## src/rtl/core/cigar_read_to_reference_bases_defines.svh

```systemverilog
// Assertion macros shared by the cigar read-to-reference block.
// No dependencies; included by crtrb_back, which checks its own logic.
`ifndef CIGAR_READ_TO_REFERENCE_BASES_DEFINES_SVH
`define CIGAR_READ_TO_REFERENCE_BASES_DEFINES_SVH

// Check a condition at every edge outside reset.
`define CRTRB_ASSERT_ALWAYS(lbl, clk, rst_n, cond) \
    lbl: assert property (@(posedge clk) disable iff (!rst_n) (cond)) \
        else $error("crtrb check failed");

// Check that an antecedent implies a consequent in the same cycle.
`define CRTRB_ASSERT_IMPLIES(lbl, clk, rst_n, ante, cons) \
    lbl: assert property (@(posedge clk) disable iff (!rst_n) (ante) |-> (cons)) \
        else $error("crtrb check failed");

`endif

```

## src/rtl/core/crtrb_pkg.sv

```systemverilog
// Shared types, codes and tables of the cigar read-to-reference block.
// No dependencies.
package crtrb_pkg;

    localparam logic [2:0] MODE_BEGIN = 3'd0;
    localparam logic [2:0] MODE_BASE  = 3'd1;
    localparam logic [2:0] MODE_CIGAR = 3'd2;
    localparam logic [2:0] MODE_END   = 3'd3;
    localparam logic [2:0] MODE_ADD   = 3'd4;
    localparam logic [2:0] MODE_CLEAR = 3'd5;

    localparam logic [3:0] CIG_M = 4'd0;
    localparam logic [3:0] CIG_I = 4'd1;
    localparam logic [3:0] CIG_D = 4'd2;
    localparam logic [3:0] CIG_N = 4'd3;
    localparam logic [3:0] CIG_S = 4'd4;
    localparam logic [3:0] CIG_H = 4'd5;
    localparam logic [3:0] CIG_EQ = 4'd7;
    localparam logic [3:0] CIG_X = 4'd8;
    localparam logic [3:0] CIG_B = 4'd9;

    // Operation classes handed from front to back
    localparam logic [2:0] OPC_NONE  = 3'd0;
    localparam logic [2:0] OPC_MATCH = 3'd1;
    localparam logic [2:0] OPC_INS   = 3'd2;
    localparam logic [2:0] OPC_DEL   = 3'd3;
    localparam logic [2:0] OPC_SKIP  = 3'd4;
    localparam logic [2:0] OPC_STOP  = 3'd5;

    localparam logic [7:0] DEL_QUAL = 8'd10;
    localparam logic [7:0] CHAR_GAP = 8'h2D;
    localparam logic [7:0] CHAR_UNK = 8'h3F;

    typedef struct packed {
        logic [2:0]  mode;
        logic [30:0] position;
        logic [15:0] flag;
        logic [3:0]  base;
        logic [7:0]  qual;
        logic [2:0]  opc;
        logic [6:0]  len;
    } t_cmd;

    typedef struct packed {
        logic        kind;
        logic [30:0] ref_position;
        logic [7:0]  base_char;
        logic [7:0]  base_quality;
        logic [15:0] match_span;
        logic [15:0] flag_out;
        logic        last;
    } t_result;

    function automatic logic [7:0] code_char(input logic [3:0] code);
        logic [7:0] ch;
        case (code)
            4'd1:    ch = 8'h41;
            4'd2:    ch = 8'h43;
            4'd4:    ch = 8'h47;
            4'd8:    ch = 8'h54;
            4'd14:   ch = CHAR_GAP;
            4'd15:   ch = 8'h4E;
            default: ch = CHAR_UNK;
        endcase
        return ch;
    endfunction

    function automatic logic [2:0] op_class(input logic [3:0] op);
        logic [2:0] c;
        case (op)
            CIG_M, CIG_EQ, CIG_X: c = OPC_MATCH;
            CIG_I:                c = OPC_INS;
            CIG_D:                c = OPC_DEL;
            CIG_N:                c = OPC_SKIP;
            CIG_S, CIG_H, CIG_B:  c = OPC_STOP;
            default:              c = OPC_NONE;
        endcase
        return c;
    endfunction

endpackage

```

## src/rtl/core/crtrb_ifs.sv

```systemverilog
// Channel interfaces of the cigar read-to-reference block: input items,
// result items and the configuration write. No dependencies.
interface crtrb_in_if;
    logic        valid;
    logic        ready;
    logic [2:0]  mode;
    logic [30:0] position;
    logic [15:0] read_flag;
    logic [3:0]  base_code;
    logic [7:0]  quality;
    logic [3:0]  cigar_op;
    logic [6:0]  op_length;
    modport source(output valid, mode, position, read_flag, base_code, quality, cigar_op,
                   op_length, input ready);
    modport sink(input valid, mode, position, read_flag, base_code, quality, cigar_op,
                 op_length, output ready);
endinterface


```

## src/rtl/core/crtrb_front.sv

```systemverilog
// Front end: accept input items, classify cigar ops, clamp lengths, and
// queue decoded commands. Depends on crtrb_pkg and crtrb_in_if.
module crtrb_front import crtrb_pkg::*; #(
    parameter int MAX_RUN = 64
) (
    input  logic         i_clk,
    input  logic         i_rst_n,
    crtrb_in_if.sink     i_in,
    output logic         o_cmd_valid,
    output t_cmd         o_cmd,
    input  logic         i_cmd_ready
);
    localparam logic [6:0] RUN_CAP = 7'(MAX_RUN);

    t_cmd       r_mem [2];
    logic       r_wp, n_wp;
    logic       r_rp, n_rp;
    logic [1:0] r_count, n_count;
    t_cmd       in_cmd;
    logic       push, pop;

    always_comb begin
        in_cmd.mode     = i_in.mode;
        in_cmd.position = i_in.position;
        in_cmd.flag     = i_in.read_flag;
        in_cmd.base     = i_in.base_code;
        in_cmd.qual     = i_in.quality;
        in_cmd.opc      = op_class(i_in.cigar_op);
        in_cmd.len      = (i_in.op_length > RUN_CAP) ? RUN_CAP : i_in.op_length;
    end

    assign i_in.ready  = (r_count != 2'd2);
    assign push        = i_in.valid && i_in.ready;
    assign o_cmd_valid = (r_count != 2'd0);
    assign pop         = o_cmd_valid && i_cmd_ready;
    assign o_cmd       = r_mem[r_rp];

    always_comb begin
        n_wp    = push ? ~r_wp : r_wp;
        n_rp    = pop ? ~r_rp : r_rp;
        n_count = r_count + 2'(push) - 2'(pop);
    end

    always_ff @(posedge i_clk) begin
        if (!i_rst_n) begin
            r_wp    <= 1'b0;
            r_rp    <= 1'b0;
            r_count <= 2'd0;
        end else begin
            r_wp    <= n_wp;
            r_rp    <= n_rp;
            r_count <= n_count;
        end
    end

    always_ff @(posedge i_clk) begin
        if (push) begin
            r_mem[r_wp] <= in_cmd;
        end
    end
endmodule

```

## src/flat_wrapper.sv

```systemverilog
// flat-port wrapper written by rule: the top's interface ports become plain ports
module crtrb_front_flat import crtrb_pkg::*;
#(
    parameter int MAX_RUN = 64
)
  (i_clk, i_rst_n, o_cmd_valid, o_cmd, i_cmd_ready, i_in_valid, i_in_mode, i_in_position, i_in_read_flag, i_in_base_code, i_in_quality, i_in_cigar_op, i_in_op_length, i_in_ready);
  crtrb_in_if i_in_i ();
  input  logic i_clk;
  input  logic i_rst_n;
  output logic o_cmd_valid;
  output t_cmd o_cmd;
  input  logic i_cmd_ready;
  input wire logic [$bits(i_in_i.valid)-1:0] i_in_valid;
  input wire logic [$bits(i_in_i.mode)-1:0] i_in_mode;
  input wire logic [$bits(i_in_i.position)-1:0] i_in_position;
  input wire logic [$bits(i_in_i.read_flag)-1:0] i_in_read_flag;
  input wire logic [$bits(i_in_i.base_code)-1:0] i_in_base_code;
  input wire logic [$bits(i_in_i.quality)-1:0] i_in_quality;
  input wire logic [$bits(i_in_i.cigar_op)-1:0] i_in_cigar_op;
  input wire logic [$bits(i_in_i.op_length)-1:0] i_in_op_length;
  output wire logic [$bits(i_in_i.ready)-1:0] i_in_ready;
  assign i_in_i.valid = i_in_valid;
  assign i_in_i.mode = i_in_mode;
  assign i_in_i.position = i_in_position;
  assign i_in_i.read_flag = i_in_read_flag;
  assign i_in_i.base_code = i_in_base_code;
  assign i_in_i.quality = i_in_quality;
  assign i_in_i.cigar_op = i_in_cigar_op;
  assign i_in_i.op_length = i_in_op_length;
  assign i_in_ready = i_in_i.ready;
  crtrb_front #(.MAX_RUN(MAX_RUN)) u_core (.i_clk(i_clk), .i_rst_n(i_rst_n), .i_in(i_in_i), .o_cmd_valid(o_cmd_valid), .o_cmd(o_cmd), .i_cmd_ready(i_cmd_ready));
endmodule
```

## config.mk

```make
export PLATFORM = sky130hd
export DESIGN_NAME = crtrb_front_flat
export DESIGN_NICKNAME = d
export VERILOG_FILES = /design/src/rtl/core/cigar_read_to_reference_bases_defines.svh /design/src/rtl/core/crtrb_pkg.sv /design/src/rtl/core/crtrb_ifs.sv /design/src/rtl/core/crtrb_front.sv /design/src/flat_wrapper.sv
export SDC_FILE = /design/constraint.sdc
export NUM_CORES = 1
export LEC_CHECK = 0
export ABC_CLOCK_PERIOD_IN_PS = 8550
export BUFFER_PORTS_ARGS = -buffer_cell sky130_fd_sc_hd__clkbuf_2
export CAP_MARGIN = 15
export CORE_MARGIN = 2
export CORE_UTILIZATION = 40
export CTS_CLUSTER_DIAMETER = 50
export DETAILED_ROUTE_END_ITERATION = 16
export GPL_TIMING_DRIVEN = 0
export PLACE_DENSITY = 0.61
export SYNTH_ARGS = -nofsm -noshare
export SYNTH_HDL_FRONTEND = slang
export SYNTH_SLANG_ARGS = --single-unit
```

## constraint.sdc

```tcl
create_clock -name i_clk -period 8.55 [get_ports i_clk]
set_clock_uncertainty 0.15 [all_clocks]
set_input_delay 0 -clock i_clk [delete_from_list [all_inputs] [get_ports i_clk]]
set_output_delay 0 -clock i_clk [all_outputs]
set_load 0.01 [all_outputs]
```

# Word-level counts from Yosys, hierarchy flattened
# Memories as Yosys holds them, arrays and structs flattened. A register that Yosys moved wholly into a read port is not among the register bits.
# Cells that the tools add are included.
[word_totals] ff_bits=4 ramBits=144 rom_bits=48 inputBits=77 out_inout_bits=74 word_cells=19 mem_count=2
[classes] addsub=2 order_cmp=1 eq_ne=1 muxes=5 bitwise=2 reduce_logical=3
[mem_list] memory="u_core.r_mem" depth=2 word_bits=72 read_ports=1 rd_ports_with_merged_regs=1 write_ports=1 line="crtrb_front.sv:15" rtl="t_cmd r_mem [2];"
[mem_list] memory="(name not given)" depth=16 word_bits=3 read_ports=1 rd_ports_with_merged_regs=0 write_ports=0 line="crtrb_pkg.sv:70" rtl="case (op)"
[op_table] cell="$gt A7 B7 Y1 const B" n=1
[op_table] cell="$mux W7" n=1
[op_table] cell="$mux W1" n=4
[op_table] cell="$add A2 B1 Y2" n=1
[op_table] cell="$logic_and A1 B1 Y1" n=2
[op_table] cell="$ne A2 B2 Y1 const B" n=1
[op_table] cell="$not A1 Y1" n=2
[op_table] cell="$reduce_bool A2 Y1" n=1
[op_table] cell="$sub A2 B1 Y2" n=1

# Depth between registers and ports, before layout
[depth] ltp_word=4 depth_mapped=7

# Worst setup path before layout
# Ideal clock, no wire load.
[synth_path] kind="reg2reg" from="reg u_core.r_count[0]" to="mem u_core.r_mem[0][0] (netlist name), enable pin" t_arrival_ns=3.925 required_ns=7.889 slack_ns=3.964 stages_incl_launch_ff=4 period_less_slack_ns=4.586 path_cell_list="dfxtp_1 nand2b_1 and2_1 nor2b_1"
[synth_between] elab_chain_cells=4
[synth_lines] element="start, declared" line="crtrb_front.sv:18" rtl="logic [1:0] r_count, n_count;"
[synth_lines] element="start signal, assigned" line="crtrb_front.sv:52" rtl="r_count <= n_count;"
[synth_lines] element="$ne A2 B2 Y1" line="crtrb_front.sv:32" rtl="assign i_in.ready = (r_count != 2'd2);"
[synth_lines] element="via i_in_ready" line="flat_wrapper.sv:21" rtl="output wire logic [$bits(i_in_i.ready)-1:0] i_in_ready;"
[synth_lines] element="$logic_and A1 B1 Y1" line="crtrb_front.sv:33" rtl="assign push = i_in.valid && i_in.ready;"
[synth_lines] element="via u_core.push" line="crtrb_front.sv:20" rtl="logic push, pop;"
[synth_lines] element="$mux W1" line="crtrb_front.sv:57" rtl="if (push) begin"
[synth_lines] element="$mux W1 (not written as such)" line="crtrb_front.sv:58" rtl="r_mem[r_wp] <= in_cmd;"
[synth_lines] element="end, declared" line="crtrb_front.sv:15"
# The timed path passes the listed nets, and every way through them passes these cells.

# Final worst setup path
[layout_path] from="reg u_core.r_count[0]" to="mem u_core.r_mem[0][15] (netlist name), enable pin"
[layout_between] elab_chain_cells=4
[layout_lines] element="$ne A2 B2 Y1" line="crtrb_front.sv:32"
[layout_lines] element="$logic_and A1 B1 Y1" line="crtrb_front.sv:33"
[layout_lines] element="via u_core.push" line="crtrb_front.sv:20"
[layout_lines] element="$mux W1" line="crtrb_front.sv:57"
[layout_lines] element="$mux W1 (not written as such)" line="crtrb_front.sv:58"
# The timed path passes the listed nets, and every way through them passes these cells.

==> metrics.csv <==
stage,metric,value,unit
run,maxCapViolCount,0,
setup_path,cp-endpoint,u_core.r_mem[0][15]$_DFFE_PP_,
sta,fin_tns_setup,0,ps
power,power_density,287,nW/um^2
route,drtIter0Drc,98,
layout,drive_gt1_share,49.9,%
placement,dp.cells,606,
global_routing,grt_usage,13.7,%
synth,yosys_most_used_dff,edfxtp_1,
cts,cts_buffers,17,
route,route.detailed.wl_per_inst,14.9,microns
status,status,completed,
route,top_layer,met4,
setup_path,r2r_start,u_core.r_count[0]$_SDFF_PN0_,
power,clock_power_share,30.6,%
synth,synth.most_common_cell,edfxtp_1,
sta,max_freq,515,MHz
global_routing,overflow,0,
synth,synth_area_per_cell,22.0,sq um
setup_path,critPathKind,register to register,
floorplan,fp.dieW,126,microns
power,power.switching,0.000621,W
synth,netlist_instances,269,
setup_path,crit_path_max_fanout,31,
synth,syn_area,5920,sq um
route,firstDrtPassIters,4,
layout,final_core_util,57.6,%
sta,hold_viol,0,
floorplan,die_h,126,microns
power,switching_share,25.9,%
sta,min_period_over_period,22.7,%
synth,synth-edff-count,144,
sta,setup_violations,0,
sta,layout_min_cycle_time,1940,ps
synth,async_flop_share,0,%
layout,area_growth,40.8,%
floorplan,boundaryPins,151,
route,drcViolationCount,0,
layout,stdcell_area,8340,sq um
synth,synth.net_count,351,
cts,cts_sinks,149,
floorplan,initial_utilization,40.9,%
cts,cts_root_buf,clkbuf_16,
placement,io_buffers,150,
sta,setup_ws,6610,ps
setup_path,required,8500,ps
placement,placed_cell_area,6980,sq um
global_routing,antenna_found_initial,0,
setup_path,reg2reg_slack,6610,ps
placement,place_hpwl,6.74,mm
synth,yosysTopAreaCell,edfxtp_1,
power,power_frac_seq,40.0,%
global_routing,grt_pass1_wl,16.5,mm
route,drtAntennaViolNets,0,
setup_path,rr_endpoint,u_core.r_mem[0][15]$_DFFE_PP_,
cts,h-tree-depth,4,
floorplan,fp-row-count,44,
global_routing,grt_max_degree,38,
power,p_int,0.00177,W
route,wl_met3,719,microns
synth,ys_warn_count,0,
sta,drv_slew,0,
placement,place_ws,6610,ps
synth,synth.distinct_cells,23,
sta,slew_headroom,62.5,%
layout,layout.cells.non_filler,715,
setup_path,cp-startpoint,u_core.r_count[0]$_SDFF_PN0_,
cts,cts_tree,built,
layout,fin_nets,600,
cts,clk_latency,410,ps
placement,gp_congestion,0.667,
route,vias,3257,
setup_path,reg2reg_depth,4,
route,vias_per_cell,4.56,
sta,worst_pin_slew,563,ps
min_path,min_path_type,input pin to register,
setup_path,worst_setup_path_start_kind,register,
power,cellLeakagePower,3.36,nW
route,wl_met2,5.21,mm
synth,synth_area_leaders,"edfxtp_1, mux2_4, buf_12, dfxtp_1, ha_1",
synth,synth_commonest_cells,"edfxtp_1, mux2_4, nor2b_1",
route,routed_wl,10.7,mm
setup_path,crit_arrival,1890,ps
synth,synth_top_area_share,73.0,%
layout,diodes,0,
floorplan,die_area,15800,sq um
power,ir_worst_vdd,0.117,mV
cts,clock_path_buffers,2,
global_routing,grt_pass1_vias,3367,
cts,cts_resized,0,
synth,ys_seq_area_share,74.7,%
sta,grt_setup_unrepaired,no,
power,combPwrFrac,29.4,%
route,wl_met1,4.60,mm
synth,synth_seq_cells,149,
setup_path,crit_path_end_kind,register,
cts,clk_pin_slew,60,ps
floorplan,coreArea,14500,sq um
## routing by layer
| layer | up-vias | GRT usage (%) |
|---|---|---|
| met5 | - | 0 |
| met4 | 0 | 4.90 |
| met3 | 13 | 5.44 |
| met2 | 108 | 22.4 |
| met1 | 1591 | 16.4 |
| li1 | 1545 | - |
## repair_timing
item                                   4_1_cts  5_1_grt
hold buffers                                77        0
buffers inserted                             0        0
endpoints found under the hold margin      149        0
## critical path, stage by stage, from the launching register on
cell	delay (ps)
dfxtp_1	350
nand2b_1	180
and2_1	190
nor2b_4	450
buf_12	270
## power by group through the flow
stage,registers (W),clock network [W],logic (W)
3_5_place_dp,0.000973,0,0.000685
6_report,0.000957,0.000733,0.000703
5_1_grt,0.000967,0.000781,0.000750
4_1_cts,0.000958,0.000753,0.000715
3_3_place_gp,0.000984,0,0.000667
2_1_floorplan,0.000974,0,0.000468
## metrics by stage
stage	power, W	hold slack, ps
after floorplan	0.00144	-51.1
after global placement	0.00165	40.4
after detailed placement	0.00166	42.6
after CTS	0.00243	20.5
after global routing	0.00250	45.9
final	0.00239	48.1
## worst min-delay path by stage
stage	start	endpoint	slack, ps	cells past startpoint
detailed placement	i_in_quality[0]	u_core.r_mem[0][10]$_DFFE_PP_	40	1
global placement	i_in_quality[0]	u_core.r_mem[1][10]$_DFFE_PP_	40	1
finish	i_in_cigar_op[0]	u_core.r_mem[0][7]$_DFFE_PP_	50	4
global route	i_in_cigar_op[0]	u_core.r_mem[1][9]$_DFFE_PP_	50	4
CTS	i_in_cigar_op[0]	u_core.r_mem[1][9]$_DFFE_PP_	20	4
floorplan	i_in_quality[0]	u_core.r_mem[0][10]$_DFFE_PP_	-50	0
## layout make-up
class	instances	area, sq um
plain buffers	9	155
repair buffers	230	1580
multi-input cells	106	1340
flip-flops and latches	149	4420
inverters	5	18.8
clock buffers	18	429
fillers	1131	6140
clock inverters	14	160
well taps	184	230
## sequential cells by signal (all words and copies together) (netlist names), named ones only
register and cells:
u_core.r_count 2, u_core.r_mem 144, u_core.r_rp 1, u_core.r_wp 1
## cell families (layout without fill, tap and decap cells)
kind of cell / Yosys count / count (layout) / synth area share, %
muxes: 73 / 73 / 18.3
DFF: 149 / 149 / 74.7
AOI/OAI and AO/OA: 5 / 5 / 0.507
adders and majority gates: 5 / 5 / 1.06
and+or+nand+nor: 20 / 20 / 2.05
xor gates and xnor gates: 3 / 3 / 0.444
buffers and inverters: 14 / 276 / 2.94
## cells in the final DEF (no fill, tap or decap), types with 2 or more instances in the layout
cell type,synthesis,layout
nor2b_1,9,8
bufinv_16,0,3
inv_1,5,5
clkbuf_16,0,17
buf_12,7,10
xnor2_1,3,3
nand2_1,2,2
mux2_4,70,70
clkbuf_2,0,150
ha_1,5,5
and2_1,3,3
mux2_2,2,2
dlygate4sd3_1,0,77
dfxtp_1,5,5
nand2b_1,2,2
clkinv_2,0,4
clkinv_4,0,3
clkinv_1,0,2
o22ai_1,2,2
clkbuf_1,1,2
edfxtp_1,144,144
Power figures use the tool's default switching activity.
